[config.mk]
export PLATFORM = sky130hd
export DESIGN_NAME = tmcw_sweep
export DESIGN_NICKNAME = d
export VERILOG_FILES = /design/src/rtl/core/text_mode_console_writer_top_defines.svh /design/src/rtl/core/tmcw_pkg.sv /design/src/rtl/core/tmcw_sweep.sv
export SDC_FILE = /design/constraint.sdc
export NUM_CORES = 1
export LEC_CHECK = 0
export ABC_AREA = 0
export CORE_MARGIN = 4
export CORE_UTILIZATION = 60
export CTS_BUF_LIST = sky130_fd_sc_hd__clkbuf_8
export CTS_CLUSTER_SIZE = 16
export DETAILED_ROUTE_END_ITERATION = 6
export DONT_BUFFER_PORTS = 1
export HOLD_SLACK_MARGIN = 0.1
export PLACE_DENSITY_LB_ADDON = 0.2
export RECOVER_POWER = 100
export SLEW_MARGIN = 40
export SYNTH_ARGS = -nofsm -noshare
export SYNTH_HDL_FRONTEND = slang
export SYNTH_SLANG_ARGS = --single-unit
[constraint.sdc]
create_clock -name clk -period 6.7 [get_ports clk]
set_input_delay 0.335 -clock clk [delete_from_list [all_inputs] [get_ports clk]]
set_output_delay 0.335 -clock clk [all_outputs]
set_load 0.02 [all_outputs]
[src/rtl/core/text_mode_console_writer_top_defines.svh]
// ----------------------------------------------------------------------------
// Text mode console writer: assertion macros
// Shared property shorthands for the console writer's checks.
// ----------------------------------------------------------------------------
`ifndef TEXT_MODE_CONSOLE_WRITER_TOP_DEFINES_SVH
`define TEXT_MODE_CONSOLE_WRITER_TOP_DEFINES_SVH

// same-cycle implication under reset
`define TMCW_ASSERT_NOW(label, clk, rst_n, ante, cons, msg) \
    label: assert property (@(posedge clk) disable iff (!rst_n) (ante) |-> (cons)) \
        else $error(msg);

// next-cycle implication under reset
`define TMCW_ASSERT_NEXT(label, clk, rst_n, ante, cons, msg) \
    label: assert property (@(posedge clk) disable iff (!rst_n) (ante) |=> (cons)) \
        else $error(msg);

`endif

[src/rtl/core/tmcw_pkg.sv]
// ----------------------------------------------------------------------------
// tmcw_pkg
// Types, codes and helpers shared by the text mode console writer.
// ----------------------------------------------------------------------------
package tmcw_pkg;

    localparam int COLUMNS_DEF = 80;
    localparam int ROWS_DEF    = 25;

    localparam logic [7:0] NEWLINE_CODE = 8'd10;
    localparam logic [3:0] FORE_RESET   = 4'hF;
    localparam logic [3:0] BACK_RESET   = 4'h0;

    localparam logic CFG_FORE = 1'b0;
    localparam logic CFG_BACK = 1'b1;

    typedef enum logic [2:0] {
        ACT_PUT    = 3'd0,
        ACT_SET    = 3'd1,
        ACT_MOVE   = 3'd2,
        ACT_SCROLL = 3'd3,
        ACT_CLEAR  = 3'd4,
        ACT_READ   = 3'd5
    } action_t;

    typedef enum logic [2:0] {
        ST_INIT,
        ST_IDLE,
        ST_DECODE,
        ST_SWEEP,
        ST_DONE
    } state_t;

    typedef enum logic [1:0] {
        SWEEP_CLEAR,
        SWEEP_UP,
        SWEEP_DOWN
    } sweep_mode_t;

    typedef struct packed {
        logic        start;
        sweep_mode_t mode;
    } sweep_ctl_t;

    typedef struct packed {
        logic busy;
        logic done;
    } sweep_stat_t;

    // clamp a signed value into 0..hi
    function automatic logic [9:0] sat_range(input logic signed [9:0] v,
                                             input logic [9:0] hi);
        logic [9:0] r;
        if (v < 0)
        begin
            r = '0;
        end
        else if (v > $signed(hi))
        begin
            r = hi;
        end
        else
        begin
            r = v;
        end
        return r;
    endfunction

endpackage

[src/rtl/core/tmcw_sweep.sv]
// ----------------------------------------------------------------------------
// tmcw_sweep
// Whole-screen pass: copies cells for scrolling and fills vacated or cleared
// cells, one cell per cycle through one shared address adder.
// ----------------------------------------------------------------------------
module tmcw_sweep #(
    parameter int COLUMNS = 80,
    parameter int ROWS    = 25,
    parameter int ADDR_W  = 11,
    parameter int NL_W    = 5
) (
    input  logic                 clk,
    input  logic                 rst_n,
    input  tmcw_pkg::sweep_ctl_t ctl,
    input  logic [NL_W-1:0]      lines,
    input  logic [15:0]          fill,
    input  logic [15:0]          rdata,
    output tmcw_pkg::sweep_stat_t stat,
    output logic                 we,
    output logic [ADDR_W-1:0]    waddr,
    output logic [15:0]          wdata,
    output logic                 re,
    output logic [ADDR_W-1:0]    raddr
);
    import tmcw_pkg::*;

    localparam int TOTAL = ROWS * COLUMNS;

    logic                active_reg, active_next;
    logic                pend_reg, pend_next;
    sweep_mode_t         mode_reg, mode_next;
    logic [ADDR_W-1:0]   idx_reg, idx_next;
    logic [ADDR_W:0]     off_reg, off_next;
    logic [ADDR_W:0]     lim_reg, lim_next;
    logic [15:0]         fill_reg, fill_next;
    logic [ADDR_W-1:0]   pend_addr_reg, pend_addr_next;
    logic                pend_copy_reg, pend_copy_next;

    logic [ADDR_W-1:0]   dst;
    logic [ADDR_W:0]     src_wide;
    logic [ADDR_W:0]     start_off;
    logic                copy;

    // shared address unit: destination, source and copy decision
    always_comb
    begin
        if (mode_reg == SWEEP_DOWN)
        begin
            dst = ADDR_W'(TOTAL - 1) - idx_reg;
        end
        else
        begin
            dst = idx_reg;
        end
        src_wide = {1'b0, dst} + ((mode_reg == SWEEP_DOWN) ? -off_reg : off_reg);
        case (mode_reg)
            SWEEP_UP:   copy = ({1'b0, idx_reg} < lim_reg);
            SWEEP_DOWN: copy = ({1'b0, dst} >= off_reg);
            default:    copy = 1'b0;
        endcase
        copy = copy && active_reg;
    end

    assign start_off = (ADDR_W + 1)'(lines * COLUMNS);

    always_comb
    begin
        active_next    = active_reg;
        pend_next      = active_reg;
        mode_next      = mode_reg;
        idx_next       = idx_reg;
        off_next       = off_reg;
        lim_next       = lim_reg;
        fill_next      = fill_reg;
        pend_addr_next = dst;
        pend_copy_next = copy;
        if (active_reg)
        begin
            idx_next = idx_reg + 1'b1;
            if (idx_reg == ADDR_W'(TOTAL - 1))
            begin
                active_next = 1'b0;
            end
        end
        if (ctl.start)
        begin
            active_next = 1'b1;
            idx_next    = '0;
            mode_next   = ctl.mode;
            off_next    = start_off;
            lim_next    = (ADDR_W + 1)'(TOTAL) - start_off;
            fill_next   = (ctl.mode == SWEEP_CLEAR) ? 16'h0000 : fill;
        end
    end

    always_ff @(posedge clk or negedge rst_n)
    begin
        if (!rst_n)
        begin
            active_reg <= 1'b0;
            pend_reg   <= 1'b0;
            mode_reg   <= SWEEP_CLEAR;
            idx_reg    <= '0;
        end
        else
        begin
            active_reg <= active_next;
            pend_reg   <= pend_next;
            mode_reg   <= mode_next;
            idx_reg    <= idx_next;
        end
    end

    always_ff @(posedge clk)
    begin
        off_reg       <= off_next;
        lim_reg       <= lim_next;
        fill_reg      <= fill_next;
        pend_addr_reg <= pend_addr_next;
        pend_copy_reg <= pend_copy_next;
    end

    // write lands in the cycle after the read it depends on
    assign re        = copy;
    assign raddr     = src_wide[ADDR_W-1:0];
    assign we        = pend_reg;
    assign waddr     = pend_addr_reg;
    assign wdata     = pend_copy_reg ? rdata : fill_reg;
    assign stat.busy = active_reg || pend_reg;
    assign stat.done = pend_reg && !active_reg;

endmodule

### Word level (Yosys, flattened, before mapping)

Cells that the tools add are included.

* memories kept: 0
* ROM bits: 0
* flip-flop bits (word level): 63
* memory bits (writable): 0
* bits in latches: 0
* input port bits: 42

* add/subtract/negate cells: 5
* bitwise logic cells: 0
* reduce and logical (&&, ||, !) cells: 6
* multiply operators: 1
* muxes and demuxes: 9
* divide/modulo/power cells: 0
* equal/unequal tests: 3
* magnitude comparators: 2
* shifts and indexed selects: 0

Operators by type and width (number)
* 2-to-1 mux 11 bit: 4
* 2-to-1 mux 16 bit: 1
* >= comparator 11 x 12 -> 1 bit: 1
* less-than comparator 11 x 12 -> 1 bit: 1
* subtractor 11 x 12 -> 12 bit, first input constant: 1
* adder 11 x 1 -> 11 bit, second input constant: 1
* adder 11 bit: 1
* equality test 11 bit, second input constant: 1
* negator 11 bit: 1
* subtractor 11 bit, first input constant: 1
* multiplier 5 x 3 -> 8 bit, second input constant: 1
* 2-to-1 mux 1 bit: 3
* equality test 2 x 1 -> 1 bit, second input constant: 1
* equality test 2 bit, second input constant: 1
* logical AND 1 bit: 2
* logical NOT 2 bit: 1
* case mux 1 bit (2 select lines): 1
* nonzero test 2 bit: 1
* logical NOT 1 bit: 1
* logical OR 1 bit: 1

### Longest topological paths before layout

Gate-level depths: netlist of run 1.

* word-level depth: 5
* depth in mapped cells: 13
* depth with buffers taken out: 11

### Worst setup path after synthesis of run 1

OpenSTA, ideal clock, no wires.

* path kind: reg2out
* start point: register mode_reg[0]
* end point: output raddr[10]
* arrival: 2.541 ns
* data required time: 6.365 ns
* path buffers: 2
* slack: 3.824 ns
* stages on the path, launching flop included: 12
* cell sequence: dfrtp_1 inv_1 ha_1 clkbuf_1 buf_2 nand2_1 xnor2_1 ha_1 a21o_1 a21oi_1 o21ai_0 xnor2_1

* word-level cells in the longest chain between the ends: 3

Ends and longest elaborated chain
* from (decl): RTL line tmcw_sweep.sv:31 `sweep_mode_t mode_reg, mode_next;`
* from (signal assigned): RTL line tmcw_sweep.sv:109 `mode_reg <= mode_next;`
* equality test 2 bit: RTL line tmcw_sweep.sv:47 `if (mode_reg == SWEEP_DOWN)`
* 2-to-1 mux 11 bit: RTL line tmcw_sweep.sv:47
* named net dst[6]: RTL line tmcw_sweep.sv:39 `logic [ADDR_W-1:0] dst;`
* adder 11 bit: RTL line tmcw_sweep.sv:55 `src_wide = {1'b0, dst} + ((mode_reg == SWEEP_DOWN) ? -off_reg : off_reg);`
* to (decl): RTL line tmcw_sweep.sv:23 `output logic [ADDR_W-1:0] raddr`

The timed path passes the listed nets, and every way through them passes these cells.

### Worst setup path in the final report of run 1

Same ends and word-level chain as after synthesis.

==> results of run 1 <==
[cell families (layout without fill, tap and decap cells)]
family	after synthesis	in the layout	share of synthesized area, %
compound gates	42	42	7.925
xor+xnor	34	34	8.897
fa+ha+maj	34	34	13.16
buf+inv	47	55	6.056
flops	58	58	46.21
mux	17	17	5.682
simple gates	73	73	12.07
[power breakdown]
part           switching [W]  internal, W
logic               0.000116    0.0000681
clock network       0.000126     0.000127
registers          0.0000275     0.000412
[layer usage]
metal,GRT usage [%],routed length (um),vias to the layer above
met4,9.477,113,0
met5,0,0,-
met2,28.45,2822,61
li1,-,-,1042
met1,22.21,2701,1018
met3,4.664,330,9
[critical path: cells and delay by family, from the launching register on]
family          cells  cell delay (ns)
compound gates      3             0.53
simple gates        1             0.14
fa+ha+maj           2             0.92
buf+inv             1             0.08
xor+xnor            2             0.73
flops               1             0.38
[synth_stat cells, types with 2 or more instances]
| master | number |
|---|---|
| sky130_fd_sc_hd__dfrtp_1 | 15 |
| sky130_fd_sc_hd__o211ai_1 | 2 |
| sky130_fd_sc_hd__mux2_2 | 16 |
| sky130_fd_sc_hd__nand3_1 | 6 |
| sky130_fd_sc_hd__a21oi_1 | 9 |
| sky130_fd_sc_hd__nand2b_1 | 2 |
| sky130_fd_sc_hd__xnor2_1 | 25 |
| sky130_fd_sc_hd__or3_1 | 2 |
| sky130_fd_sc_hd__ha_1 | 32 |
| sky130_fd_sc_hd__buf_4 | 5 |
| sky130_fd_sc_hd__inv_1 | 32 |
| sky130_fd_sc_hd__nand2_1 | 12 |
| sky130_fd_sc_hd__o21ai_0 | 15 |
| sky130_fd_sc_hd__dfxtp_1 | 12 |
| sky130_fd_sc_hd__nor2b_1 | 22 |
| sky130_fd_sc_hd__nand4_1 | 6 |
| sky130_fd_sc_hd__edfxtp_1 | 31 |
| sky130_fd_sc_hd__buf_2 | 5 |
| sky130_fd_sc_hd__nor2_1 | 15 |
| sky130_fd_sc_hd__a21o_1 | 7 |
| sky130_fd_sc_hd__xor2_1 | 9 |
| sky130_fd_sc_hd__fa_1 | 2 |
| sky130_fd_sc_hd__clkbuf_1 | 4 |
[layout by cell type (no fill, tap or decap), types with 3 or more instances in the layout]
cell type,count
sky130_fd_sc_hd__dfxtp_1,12
sky130_fd_sc_hd__clkbuf_8,9
sky130_fd_sc_hd__xnor2_1,25
sky130_fd_sc_hd__o21ai_0,15
sky130_fd_sc_hd__nand4_1,6
sky130_fd_sc_hd__a21o_1,7
sky130_fd_sc_hd__dfrtp_1,15
sky130_fd_sc_hd__nor2b_1,22
sky130_fd_sc_hd__nand2_1,12
sky130_fd_sc_hd__inv_1,35
sky130_fd_sc_hd__nand3_1,6
sky130_fd_sc_hd__clkinv_2,3
sky130_fd_sc_hd__edfxtp_1,31
sky130_fd_sc_hd__a21oi_1,9
sky130_fd_sc_hd__nor2_1,15
sky130_fd_sc_hd__ha_1,32
sky130_fd_sc_hd__mux2_1,16
sky130_fd_sc_hd__xor2_1,9
sky130_fd_sc_hd__dlygate4sd3_1,7
[worst min-delay path by stage]
stage | from | end | slack [ns] | cells after the start
2_1_floorplan | rst_n | active_reg | 0.04 | 0
3_3_place_gp | rst_n | we | 0.04 | 0
3_5_place_dp | rst_n | idx_reg[0] | 0.04 | 0
4_1_cts | ctl[2] | mode_reg[0] | 0.11 | 1
5_1_grt | ctl[2] | lim_reg[10] | 0.10 | 0
6_report | ctl[2] | mode_reg[0] | 0.12 | 1
[per-stage QoR]
stage | cell area, um2 | total power (W) | cells | hold WS, ns
final | 3576 | 0.0008758 | 383 | 0.1228
after global routing | 3576 | 0.0009249 | 383 | 0.1010
after CTS | 3548 | 0.0008855 | 380 | 0.1082
after detailed placement | 3354 | 0.0006289 | 360 | 0.03970
after global placement | 3352 | 0.0006230 | 360 | 0.03975
after floorplan | 3347 | 0.0006067 | 305 | 0.03941
[area by class of cell]
type / instances / area share [%]
Clock buffer: 9 / 3.464
Clock inverter: 7 / 0.8397
Inverter: 32 / 3.359
Multi-Input combinational cell: 200 / 44.68
Sequential cell: 58 / 43.25
Tap cell: 70 / 2.449
Timing Repair Buffer: 7 / 1.959
==> impl_metrics.prom, run 1 <==
# TYPE chip_impl_metric gauge
chip_impl_info{name="status",value="finished, final reports clean"} 1
chip_impl_metric{name="synth_cell_type_count",unit=""} 42
chip_impl_info{name="tritoncts",value="built"} 1
chip_impl_metric{name="synthesis.instances",unit=""} 305
chip_impl_metric{name="setup_slack",unit="ns"} 3.269
chip_impl_metric{name="core.rowCount",unit=""} 26
chip_impl_metric{name="grt_antenna_before_repair",unit=""} 0
chip_impl_info{name="crit_slowest_cell",value="sky130_fd_sc_hd__ha_1"} 1
chip_impl_info{name="rr_endpoint",value="pend_copy_reg"} 1
chip_impl_metric{name="area_of_the_multi_input_gates",unit="um2"} 1598
chip_impl_metric{name="power.ir.vdd_worst",unit="mV"} 0.1280
chip_impl_metric{name="holdBufCountCts",unit=""} 4
chip_impl_metric{name="wl",unit="mm"} 5.967
chip_impl_info{name="critPathCaptureType",value="output port"} 1
chip_impl_metric{name="setup_viol",unit=""} 0
chip_impl_metric{name="synthesized_net_count",unit=""} 381
chip_impl_metric{name="largest_register_ffs",unit=""} 16
chip_impl_metric{name="path_clk_slew",unit="ns"} 0.06
chip_impl_metric{name="antenna_cells",unit=""} 0
chip_impl_metric{name="setup_tns",unit="ns"} 0
chip_impl_metric{name="grt-ovfl-total",unit=""} 0
chip_impl_metric{name="clock_latency",unit="ns"} 0.32
chip_impl_info{name="worstHoldPathType",value="in2reg"} 1
chip_impl_info{name="netlist_top_cells_area",value="sky130_fd_sc_hd__edfxtp_1 (28%), sky130_fd_sc_hd__ha_1 (12%), sky130_fd_sc_hd__dfrtp_1 (11%)"} 1
chip_impl_metric{name="max-slew-margin-rel",unit="%"} 29.75
chip_impl_metric{name="synthesis.yosys.warnings",unit=""} 0
chip_impl_metric{name="ff_latch_area",unit="um2"} 1546
chip_impl_metric{name="synth.avg_cell_area",unit="um2"} 10.97
chip_impl_metric{name="final-hold-violation-count",unit=""} 0
chip_impl_metric{name="timing_max_transition_violations_final",unit=""} 0
chip_impl_metric{name="summed_instance_area_of_the_synthesized_netlist",unit="um2"} 3347
chip_impl_metric{name="num_io_pins",unit=""} 84
chip_impl_metric{name="synth_enable_flop_cells",unit=""} 31
chip_impl_info{name="critical_path.startpoint_type",value="register"} 1
chip_impl_metric{name="detailed_route_via_count",unit=""} 2130
chip_impl_metric{name="worst_clock_skew",unit="ns"} 0.007572
chip_impl_metric{name="reg_to_reg_slack_setup",unit="ns"} 3.74
chip_impl_metric{name="slowest_delay",unit="ns"} 0.60
chip_impl_metric{name="n_fill_cell",unit=""} 405
chip_impl_metric{name="core",unit="um2"} 5270
chip_impl_metric{name="nets",unit=""} 384
chip_impl_metric{name="die_height",unit="um"} 82.69
chip_impl_metric{name="cts_setup_buffers",unit=""} 0
chip_impl_metric{name="post-route-min-period",unit="ns"} 3.431
chip_impl_metric{name="async_flop_share",unit="%"} 25.86
chip_impl_metric{name="detail_route.drc_violations",unit=""} 0
chip_impl_metric{name="worst-endpoint-required",unit="ns"} 6.36
chip_impl_metric{name="dr.pass1.iters",unit=""} 4
chip_impl_metric{name="detailedPlacementHpwl",unit="mm"} 4.483
chip_impl_metric{name="cts_resized",unit=""} 0
chip_impl_metric{name="max_clock_freq",unit="MHz"} 291.4
chip_impl_metric{name="numPortBuffers",unit=""} 0
chip_impl_metric{name="detailedPlace.worstSlack",unit="ns"} 3.607
chip_impl_info{name="worstSetupPathType",value="reg2out"} 1
chip_impl_metric{name="r2r_cells",unit=""} 9
chip_impl_metric{name="post_route_cells_drive_above_1_share",unit="%"} 4.473
chip_impl_metric{name="post_drt_via_cell_ratio",unit=""} 5.561
chip_impl_info{name="netlist.top_cell.by_area",value="sky130_fd_sc_hd__edfxtp_1"} 1
chip_impl_metric{name="static-leakage-power",unit="nW"} 1.553
chip_impl_metric{name="max-clock-path-buffers",unit=""} 2
chip_impl_metric{name="drtIter0Drc",unit=""} 178
chip_impl_metric{name="fp.dieArea",unit="um2"} 6837
chip_impl_metric{name="timing_worst_slew_pin_value",unit="ns"} 1.050
chip_impl_info{name="synth-main-ff-cell",value="sky130_fd_sc_hd__edfxtp_1"} 1
chip_impl_metric{name="synth_top_cell_area_share",unit="%"} 27.81
chip_impl_metric{name="worstPathMaxFanout",unit=""} 21
chip_impl_metric{name="die-width",unit="um"} 82.69
chip_impl_metric{name="yosys_register_bits",unit=""} 58
chip_impl_metric{name="clock-sinks",unit=""} 58
chip_impl_metric{name="via_count_of_the_first_global_routing_pass",unit=""} 2016
chip_impl_metric{name="min_period_over_period",unit="%"} 51.21
chip_impl_metric{name="drv_cap",unit=""} 0
chip_impl_metric{name="final_weighted_congestion_of_routability_driven_global_placement",unit=""} 0.8338
chip_impl_info{name="path_cells",value="inv_1, ha_1, nand2_1, xnor2_1, ha_1, a21o_1, a21oi_1, o21ai_0, xnor2_1"} 1
chip_impl_info{name="root_buffer",value="sky130_fd_sc_hd__clkbuf_8"} 1
chip_impl_metric{name="floorplan.initialDensity",unit="%"} 63.51
chip_impl_metric{name="htreeDepth",unit=""} 3
chip_impl_info{name="worst_setup_path_startpoint",value="mode_reg[0]"} 1
chip_impl_metric{name="power.density",unit="nW/um2"} 244.9
chip_impl_info{name="reg2reg_from",value="mode_reg[0]"} 1
chip_impl_metric{name="wire_per_inst",unit="um"} 15.58
chip_impl_metric{name="synth.yosys.seq_area_share",unit="%"} 46.21
chip_impl_metric{name="first_pass_grt_wire_length",unit="mm"} 9.004
chip_impl_metric{name="fin_util",unit="%"} 67.85
chip_impl_info{name="last_element_of_the_critical_path",value="raddr[10]"} 1
chip_impl_metric{name="grt_start_max_net_pins",unit=""} 36
chip_impl_metric{name="grt_usage",unit="%"} 17.86
chip_impl_metric{name="worst_ep_arrival_time",unit="ns"} 3.10
chip_impl_metric{name="syn_to_final_growth",unit="%"} 6.841
chip_impl_info{name="rsz0062_at_grt",value="no"} 1
chip_impl_metric{name="cts_made_buffers",unit=""} 9
chip_impl_metric{name="antenna_left",unit=""} 0
(Power assumes the default switching activity.)
==> inputs of run 2 (changes only) <==
- ABC_AREA: 0 -> 1
- clock period: 6.7 -> 3.27 ns (I/O delays scaled with it)
==> run 2 against run 1 <==
Effect of this change:
- the flow now finishes with violations (max-capacitance violations, max-slew violations)
- first-iteration DRC count up 13%
- worst hold slack worse by 0.0093 ns
- count of clock-buffer cells in the layout up 1
- critical path type unchanged
==> impl_metrics.prom, run 2 <==
# TYPE chip_impl_metric gauge
chip_impl_info{name="status",value="finished, violations left"} 1
chip_impl_info{name="failing_checks",value="max-capacitance violations, max-slew violations"} 1
chip_impl_info{name="netlist_top_cells_count",value="sky130_fd_sc_hd__inv_1 (72), sky130_fd_sc_hd__nand2_1 (63), sky130_fd_sc_hd__nor2_1 (36), sky130_fd_sc_hd__ha_1 (32), sky130_fd_sc_hd__edfxtp_1 (31)"} 1
chip_impl_metric{name="num_io_pins",unit=""} 84
chip_impl_metric{name="synth.yosys.seq_area_share",unit="%"} 44.36
chip_impl_info{name="reg2reg_from",value="idx_reg[5]"} 1
chip_impl_metric{name="power.internal",unit="W"} 0.001357
chip_impl_metric{name="power.density",unit="nW/um2"} 502.0
chip_impl_metric{name="clock-sinks",unit=""} 58
chip_impl_metric{name="via_count_of_the_first_global_routing_pass",unit=""} 2598
chip_impl_metric{name="worst-endpoint-required",unit="ns"} 3.11
chip_impl_metric{name="floorplan.initialDensity",unit="%"} 62.54
chip_impl_metric{name="core.rowCount",unit=""} 27
chip_impl_metric{name="min_period_over_period",unit="%"} 90.60
chip_impl_metric{name="async_flop_share",unit="%"} 25.86
chip_impl_metric{name="slowest_delay",unit="ns"} 0.42
chip_impl_metric{name="nets",unit=""} 488
chip_impl_metric{name="timing_worst_slew_pin_value",unit="ns"} 2.051
chip_impl_metric{name="fp.dieArea",unit="um2"} 7093
chip_impl_metric{name="synthesis.yosys.warnings",unit=""} 0
chip_impl_metric{name="dr.pass1.iters",unit=""} 4
chip_impl_metric{name="ff_latch_area",unit="um2"} 1546
chip_impl_metric{name="detailedPlacementHpwl",unit="mm"} 5.220
chip_impl_metric{name="worstSetupPathDepth",unit=""} 12
chip_impl_metric{name="summed_instance_area_of_the_synthesized_netlist",unit="um2"} 3486
chip_impl_metric{name="numPortBuffers",unit=""} 0
chip_impl_info{name="root_buffer",value="sky130_fd_sc_hd__clkbuf_8"} 1
chip_impl_metric{name="synth_top_cell_area_share",unit="%"} 26.70
chip_impl_metric{name="power.ir.vdd_worst",unit="mV"} 0.3115
chip_impl_metric{name="max_clock_freq",unit="MHz"} 337.5
chip_impl_metric{name="setup_viol",unit=""} 0
chip_impl_metric{name="post_drt_via_cell_ratio",unit=""} 5.249
chip_impl_metric{name="synth_enable_flop_cells",unit=""} 31
chip_impl_metric{name="pwr-share-comb",unit="%"} 22.0
chip_impl_info{name="worstHoldPathType",value="in2reg"} 1
chip_impl_metric{name="die_height",unit="um"} 84.22
chip_impl_metric{name="path_clk_slew",unit="ns"} 0.07
chip_impl_info{name="cp_common_cell",value="sky130_fd_sc_hd__nand2_1"} 1
chip_impl_info{name="netlist_top_cells_area",value="sky130_fd_sc_hd__edfxtp_1 (27%), sky130_fd_sc_hd__ha_1 (11%), sky130_fd_sc_hd__dfrtp_1 (11%)"} 1
chip_impl_info{name="path_cells",value="inv_1, ha_1, nand2_1, xor2_1, ha_1, a21oi_1, nand2_1, a21o_1, nand2_1, nand2_1, nand2_1, nand2_1"} 1
chip_impl_info{name="last_element_of_the_critical_path",value="raddr[9]"} 1
chip_impl_metric{name="p_sw_share",unit="%"} 31.45
chip_impl_metric{name="yosys_register_bits",unit=""} 58
chip_impl_metric{name="htreeDepth",unit=""} 3
chip_impl_info{name="synthMostInstantiatedCell",value="sky130_fd_sc_hd__inv_1"} 1
chip_impl_metric{name="timing_max_transition_violations_final",unit=""} 43
chip_impl_info{name="most-common-layout-cells",value="sky130_fd_sc_hd__inv_1 (73), sky130_fd_sc_hd__nand2_1 (64), sky130_fd_sc_hd__nor2_1 (36), sky130_fd_sc_hd__ha_1 (31), sky130_fd_sc_hd__edfxtp_1 (31)"} 1
chip_impl_metric{name="final-hold-violation-count",unit=""} 0
chip_impl_info{name="worstSetupPathType",value="reg2out"} 1
chip_impl_metric{name="synth_cell_type_count",unit=""} 32
chip_impl_metric{name="n_fill_cell",unit=""} 425
chip_impl_info{name="path_delay_family",value="adder cells"} 1
chip_impl_metric{name="reg_to_reg_slack_setup",unit="ns"} 0.77
chip_impl_metric{name="die-width",unit="um"} 84.22
chip_impl_metric{name="antenna_left",unit=""} 0
chip_impl_metric{name="largest_register_ffs",unit=""} 16
chip_impl_metric{name="core",unit="um2"} 5574
chip_impl_info{name="critical_path.startpoint_type",value="register"} 1
chip_impl_metric{name="grt_start_max_net_pins",unit=""} 43
chip_impl_metric{name="cts_made_buffers",unit=""} 9
chip_impl_metric{name="first_pass_grt_wire_length",unit="mm"} 11.72
chip_impl_metric{name="part_of_the_power_in_registers",unit="%"} 45.3
chip_impl_metric{name="final_weighted_congestion_of_routability_driven_global_placement",unit=""} 0.8647
chip_impl_info{name="most_common_cell_after_layout_fill_and_taps_aside",value="sky130_fd_sc_hd__inv_1"} 1
chip_impl_metric{name="fin_util",unit="%"} 70.73
chip_impl_metric{name="antenna_cells",unit=""} 0
chip_impl_metric{name="grt_usage",unit="%"} 20.80
chip_impl_metric{name="syn_to_final_growth",unit="%"} 13.10
chip_impl_metric{name="setup_tns",unit="ns"} 0
chip_impl_metric{name="post-route-min-period",unit="ns"} 2.963
chip_impl_metric{name="worst_ep_arrival_time",unit="ns"} 2.80
chip_impl_metric{name="static-leakage-power",unit="nW"} 1.890
chip_impl_info{name="critPathCaptureType",value="output port"} 1
chip_impl_metric{name="grt-ovfl-total",unit=""} 0
chip_impl_metric{name="drv_cap",unit=""} 1
chip_impl_metric{name="clock_latency",unit="ns"} 0.32
chip_impl_metric{name="worst_clock_skew",unit="ns"} 0.003897
chip_impl_metric{name="grt_antenna_before_repair",unit=""} 0
chip_impl_info{name="worst_setup_path_startpoint",value="idx_reg[5]"} 1
chip_impl_metric{name="worstPathMaxFanout",unit=""} 5
chip_impl_metric{name="post_route_cells_drive_above_1_share",unit="%"} 7.434
chip_impl_metric{name="cp_num_buf_inv",unit=""} 1
chip_impl_info{name="crit_slowest_cell",value="sky130_fd_sc_hd__dfrtp_1"} 1
chip_impl_info{name="tritoncts",value="built"} 1
chip_impl_info{name="synth-main-ff-cell",value="sky130_fd_sc_hd__edfxtp_1"} 1
chip_impl_metric{name="drtIter0Drc",unit=""} 201
chip_impl_metric{name="share_clk_of_total_power",unit="%"} 32.7
chip_impl_metric{name="max-slew-margin-rel",unit="%"} -36.72
chip_impl_metric{name="max-clock-path-buffers",unit=""} 2
chip_impl_metric{name="detail_route.drc_violations",unit=""} 0
chip_impl_metric{name="synthesis.instances",unit=""} 386
chip_impl_metric{name="power.switching",unit="W"} 0.0006224
chip_impl_metric{name="area_of_the_multi_input_gates",unit="um2"} 1594
chip_impl_metric{name="wire_per_inst",unit="um"} 14.76
chip_impl_info{name="netlist.top_cell.by_area",value="sky130_fd_sc_hd__edfxtp_1"} 1
chip_impl_metric{name="synth.avg_cell_area",unit="um2"} 9.031
chip_impl_info{name="rr_endpoint",value="pend_copy_reg"} 1
chip_impl_metric{name="synthesized_net_count",unit=""} 462
chip_impl_metric{name="r2r_cells",unit=""} 14
chip_impl_metric{name="wl",unit="mm"} 7.217
chip_impl_metric{name="detailed_route_via_count",unit=""} 2567
chip_impl_info{name="rsz0062_at_grt",value="no"} 1
[run 2: cell count changes after synthesis, moves of 3 or more]
cell,before,now
sky130_fd_sc_hd__nand2_1,12,63
sky130_fd_sc_hd__inv_1,32,72
sky130_fd_sc_hd__nor2b_1,22,0
sky130_fd_sc_hd__nor2_1,15,36
sky130_fd_sc_hd__xnor2_1,25,5
sky130_fd_sc_hd__a21oi_1,9,20
sky130_fd_sc_hd__nand3_1,6,14
sky130_fd_sc_hd__a21o_1,7,2
sky130_fd_sc_hd__nand2_2,0,5
sky130_fd_sc_hd__nand4_1,6,1
sky130_fd_sc_hd__nor3_1,1,6
sky130_fd_sc_hd__xor2_1,9,14
sky130_fd_sc_hd__inv_2,0,3
[run 2: how the worst min path moves through the flow]
stage | start | endpoint | cells after the start
4_1_cts | lines[2] | off_reg[6] | 1
6_report | lines[2] | off_reg[6] | 1
5_1_grt | lines[2] | off_reg[6] | 1
2_1_floorplan | rst_n | active_reg | 0
3_3_place_gp | rst_n | idx_reg[5] | 0
3_5_place_dp | rst_n | idx_reg[5] | 0
[run 2: worst register-to-register path, cell delays in order, from the launching register on]
cell and delay (ns):
sky130_fd_sc_hd__dfrtp_1 0.42, sky130_fd_sc_hd__inv_1 0.22, sky130_fd_sc_hd__ha_1 0.26, sky130_fd_sc_hd__nand2_1 0.12
sky130_fd_sc_hd__xor2_1 0.33, sky130_fd_sc_hd__ha_1 0.30, sky130_fd_sc_hd__nand2_1 0.09, sky130_fd_sc_hd__inv_1 0.05
sky130_fd_sc_hd__nand2_1 0.06, sky130_fd_sc_hd__nand2_1 0.05, sky130_fd_sc_hd__a21oi_1 0.12, sky130_fd_sc_hd__nand2_1 0.06
sky130_fd_sc_hd__nand2_1 0.09, sky130_fd_sc_hd__a21oi_1 0.07, sky130_fd_sc_hd__buf_4 0.16
[run 2: metal layers]
layer | wire, um | up-vias | GRT usage [%]
li1 | - | 1283 | -
met1 | 3088 | 1205 | 25.25
met2 | 3584 | 64 | 35.58
met3 | 383 | 15 | 4.907
met4 | 159 | 0 | 8.333
met5 | 0 | - | 0
[run 2: power groups by stage]
stage | combinational, W | sequential, W | clock [W]
floorplan | 0.000365 | 0.000893 | 0
detailed placement | 0.000407 | 0.000911 | 0
CTS | 0.000446 | 0.000895 | 0.000657
global route | 0.000492 | 0.000903 | 0.000695
global placement | 0.000393 | 0.000908 | 0
finish | 0.000435 | 0.000896 | 0.000647
[run 2: area by class of cell]
type                    count  area share (%)
repair buffers             26           5.998
inverters                  75           7.141
clock buffers              10           3.491
well taps                  72           2.285
flip-flops and latches     58           39.23
clock inverters             6           1.428
multi-input cells         242           40.43
[run 2: cell families (layout without fill, tap and decap cells)]
group / after synthesis / count (layout) / share of synthesized area, %
muxes: 16 / 16 / 5.169
and+or+nand+nor: 132 / 132 / 16.66
adders and majority gates: 34 / 34 / 12.63
AOI/OAI and AO/OA: 41 / 41 / 6.210
buffers and inverters: 86 / 117 / 10.19
DFF: 58 / 58 / 44.36
xor gates and xnor gates: 19 / 19 / 4.774
[run 2: through the flow]
step                      power, W  instances  area [um2]  setup WS [ns]  hold slack, ns
after CTS                 0.001997        488        3951         0.1255          0.1002
after detailed placement  0.001318        450        3527         0.5193         -0.1318
after floorplan           0.001258        386        3486         0.7591         -0.1321
final                     0.001979        489        3943         0.3073          0.1136
after global routing      0.002090        489        3943        0.07196          0.1048
after global placement    0.001302        450        3525         0.5603         -0.1316
[run 2: timing repair]
action / in CTS / in global routing
setup endpoints to repair: 0 / 4
hold endpoints to repair: 73 / 15
resized for setup: 0 / 2
setup buffers: 0 / 0
hold buffers: 22 / 1
==> inputs of run 3 (changes only) <==
- CORE_ASPECT_RATIO: default -> 2
==> run 3 against run 2 <==
Effect of this change:
- the run still ends with max-capacitance violations, max-slew violations left
- combinational power hardly changed
- critical path depth down 4
- cell area decreased by 0.51%
- register-to-register slack lost 0.06 ns
- global-route usage is 1.7 points higher
- via count up 0.27%
- clock power is 2% lower
- power fell by 0.54%
- critical path type unchanged
- critical endpoint is now raddr[8]
==> impl_metrics.prom, run 3 (synthesis results as in run 2) <==
# TYPE chip_impl_metric gauge
chip_impl_info{name="status",value="finished, violations left"} 1
chip_impl_info{name="failing_checks",value="max-capacitance violations, max-slew violations"} 1
chip_impl_metric{name="setup_slack",unit="ns"} 0.2049
chip_impl_metric{name="power.density",unit="nW/um2"} 501.8
chip_impl_metric{name="r2r_cells",unit=""} 14
chip_impl_metric{name="worst-endpoint-required",unit="ns"} 3.11
chip_impl_metric{name="grt_antenna_before_repair",unit=""} 0
chip_impl_metric{name="pwr-share-comb",unit="%"} 22.2
chip_impl_metric{name="grt-ovfl-total",unit=""} 0
chip_impl_metric{name="die_height",unit="um"} 115.8
chip_impl_metric{name="antenna_cells",unit=""} 0
chip_impl_metric{name="part_of_the_power_in_registers",unit="%"} 45.5
chip_impl_metric{name="power.internal",unit="W"} 0.001353
chip_impl_metric{name="detailedPlace.worstSlack",unit="ns"} 0.5248
chip_impl_metric{name="via_count_of_the_first_global_routing_pass",unit=""} 2683
chip_impl_metric{name="clock_latency",unit="ns"} 0.33
chip_impl_metric{name="die-width",unit="um"} 61.90
chip_impl_metric{name="cp_num_buf_inv",unit=""} 3
chip_impl_metric{name="dr.pass1.iters",unit=""} 4
chip_impl_metric{name="final_weighted_congestion_of_routability_driven_global_placement",unit=""} 0.8523
chip_impl_metric{name="largest_register_ffs",unit=""} 16
chip_impl_metric{name="worstPathMaxFanout",unit=""} 9
chip_impl_info{name="min-delay-start",value="ctl[2]"} 1
chip_impl_metric{name="max_clock_freq",unit="MHz"} 326.3
chip_impl_metric{name="core",unit="um2"} 5660
chip_impl_metric{name="setup_viol",unit=""} 0
chip_impl_info{name="critPathCaptureType",value="output port"} 1
chip_impl_metric{name="dpl-instance-area",unit="um2"} 3513
chip_impl_info{name="worstSetupPathType",value="reg2out"} 1
chip_impl_metric{name="nets",unit=""} 489
chip_impl_metric{name="static-leakage-power",unit="nW"} 1.901
chip_impl_metric{name="fin_area",unit="um2"} 3923
chip_impl_metric{name="wl",unit="mm"} 7.350
chip_impl_metric{name="power.ir.vdd_worst",unit="mV"} 0.3946
chip_impl_metric{name="first_pass_grt_wire_length",unit="mm"} 11.81
chip_impl_metric{name="numPortBuffers",unit=""} 0
chip_impl_metric{name="worst_clock_skew",unit="ns"} 0.007421
chip_impl_metric{name="fp.dieArea",unit="um2"} 7167
chip_impl_metric{name="core.rowCount",unit=""} 39
chip_impl_metric{name="p_sw_share",unit="%"} 31.28
chip_impl_metric{name="syn_to_final_growth",unit="%"} 12.53
chip_impl_metric{name="cts_made_buffers",unit=""} 9
chip_impl_metric{name="wire_per_inst",unit="um"} 15.34
chip_impl_metric{name="reg_to_reg_slack_setup",unit="ns"} 0.71
chip_impl_metric{name="detailed_route_via_count",unit=""} 2574
chip_impl_info{name="most_common_cell_after_layout_fill_and_taps_aside",value="sky130_fd_sc_hd__inv_1"} 1
chip_impl_metric{name="path_clk_slew",unit="ns"} 0.07
chip_impl_info{name="tritoncts",value="built"} 1
chip_impl_info{name="crit_slowest_cell",value="sky130_fd_sc_hd__fa_1"} 1
chip_impl_metric{name="grt_start_max_net_pins",unit=""} 42
chip_impl_metric{name="drtIter0Drc",unit=""} 88
chip_impl_metric{name="timing_worst_slew_pin_value",unit="ns"} 2.041
chip_impl_metric{name="worst_ep_arrival_time",unit="ns"} 2.90
chip_impl_metric{name="grt_usage",unit="%"} 22.47
chip_impl_metric{name="post_route_cells_drive_above_1_share",unit="%"} 6.459
chip_impl_metric{name="drv_cap",unit=""} 1
chip_impl_info{name="path_cells",value="inv_1, ha_1, buf_4, o21ai_0, inv_1, fa_1, o21ai_0, xor2_1"} 1
chip_impl_metric{name="min_period_over_period",unit="%"} 93.73
chip_impl_metric{name="timing_max_transition_violations_final",unit=""} 42
chip_impl_metric{name="post_drt_via_cell_ratio",unit=""} 5.374
chip_impl_info{name="reg2reg_from",value="mode_reg[0]"} 1
chip_impl_metric{name="htreeDepth",unit=""} 3
chip_impl_metric{name="hold_path_depth",unit=""} 4
chip_impl_metric{name="power.switching",unit="W"} 0.0006158
chip_impl_metric{name="slowest_delay",unit="ns"} 0.49
chip_impl_info{name="most-common-layout-cells",value="sky130_fd_sc_hd__inv_1 (76), sky130_fd_sc_hd__nand2_1 (64), sky130_fd_sc_hd__nor2_1 (36), sky130_fd_sc_hd__ha_1 (32), sky130_fd_sc_hd__edfxtp_1 (31)"} 1
chip_impl_info{name="path_delay_family",value="adder cells"} 1
chip_impl_info{name="rsz0062_at_grt",value="no"} 1
chip_impl_metric{name="cts_setup_buffers",unit=""} 0
chip_impl_metric{name="detail_route.drc_violations",unit=""} 0
chip_impl_info{name="root_buffer",value="sky130_fd_sc_hd__clkbuf_8"} 1
chip_impl_info{name="worst_hold_path.endpoint",value="active_reg"} 1
chip_impl_metric{name="clock-sinks",unit=""} 58
chip_impl_metric{name="final-hold-violation-count",unit=""} 0
chip_impl_metric{name="max-slew-margin-rel",unit="%"} -36.04
chip_impl_metric{name="max-clock-path-buffers",unit=""} 2
chip_impl_metric{name="num_io_pins",unit=""} 84
chip_impl_info{name="worstHoldPathType",value="in2reg"} 1
chip_impl_metric{name="share_clk_of_total_power",unit="%"} 32.3
chip_impl_metric{name="n_fill_cell",unit=""} 443
chip_impl_metric{name="report.power.total",unit="W"} 0.001968
chip_impl_metric{name="setup_tns",unit="ns"} 0
chip_impl_metric{name="antenna_left",unit=""} 0
chip_impl_metric{name="floorplan.initialDensity",unit="%"} 61.58
chip_impl_metric{name="post-route-min-period",unit="ns"} 3.065
chip_impl_info{name="critical_path.startpoint_type",value="register"} 1
chip_impl_info{name="rr_endpoint",value="pend_copy_reg"} 1
chip_impl_metric{name="fin_util",unit="%"} 69.30
chip_impl_metric{name="detailedPlacementHpwl",unit="mm"} 5.446
[run 3: power groups by stage]
stage / Combinational (W) / Sequential, W / Clock [W]
floorplan: 0.000365 / 0.000893 / 0
global placement: 0.000401 / 0.000909 / 0
detailed placement: 0.000412 / 0.000911 / 0
CTS: 0.000452 / 0.000895 / 0.000648
global route: 0.000493 / 0.000903 / 0.000681
finish: 0.000437 / 0.000895 / 0.000636
[run 3: worst max path at each step]
| stage | start | endpoint | slack [ns] | depth (start not counted) |
|---|---|---|---|---|
| finish | mode_reg[0] | raddr[8] | 0.20 | 8 |
| global route | mode_reg[0] | raddr[8] | 0.02 | 8 |
| CTS | mode_reg[0] | raddr[8] | 0.16 | 8 |
| detailed placement | mode_reg[0] | raddr[8] | 0.52 | 8 |
| global placement | mode_reg[0] | pend_copy_reg | 0.54 | 14 |
| floorplan | mode_reg[0] | raddr[8] | 0.76 | 9 |
[run 3: layout make-up]
type | instances | area (um2) | share of cell area, %
multi-input cells | 242 | 1580 | 40.29
flip-flops and latches | 58 | 1546 | 39.43
inverters | 75 | 281.5 | 7.177
repair buffers | 27 | 249.0 | 6.348
clock buffers | 10 | 137.6 | 3.509
well taps | 61 | 76.32 | 1.946
clock inverters | 6 | 51.30 | 1.308
[run 3: worst min-delay path: stages]
cell	delay [ns]
sky130_fd_sc_hd__nor2_1	0.03
sky130_fd_sc_hd__nand4_1	0.11
sky130_fd_sc_hd__o22ai_1	0.07
sky130_fd_sc_hd__inv_1	0.05
[run 3: layer usage]
layer	up-vias	track usage, %	share of wire [%]
met5	-	0	0
met3	17	5.128	4.6
met2	83	39.96	56
li1	1282	-	-
met1	1192	23.68	36
met4	0	10.76	3.6
[run 3: what timing repair did]
action                                  CTS  global route
endpoints found under the setup margin    0             1
hold buffers                             24             0
resized for setup                         0             1
endpoints found under the hold margin    75             0
[run 3: through the flow]
stage / std cells / hold WS [ns]
2_1_floorplan: 386 / -0.1321
3_3_place_gp: 439 / -0.1318
3_5_place_dp: 439 / -0.1318
4_1_cts: 479 / 0.1147
5_1_grt: 479 / 0.1333
6_report: 479 / 0.1286
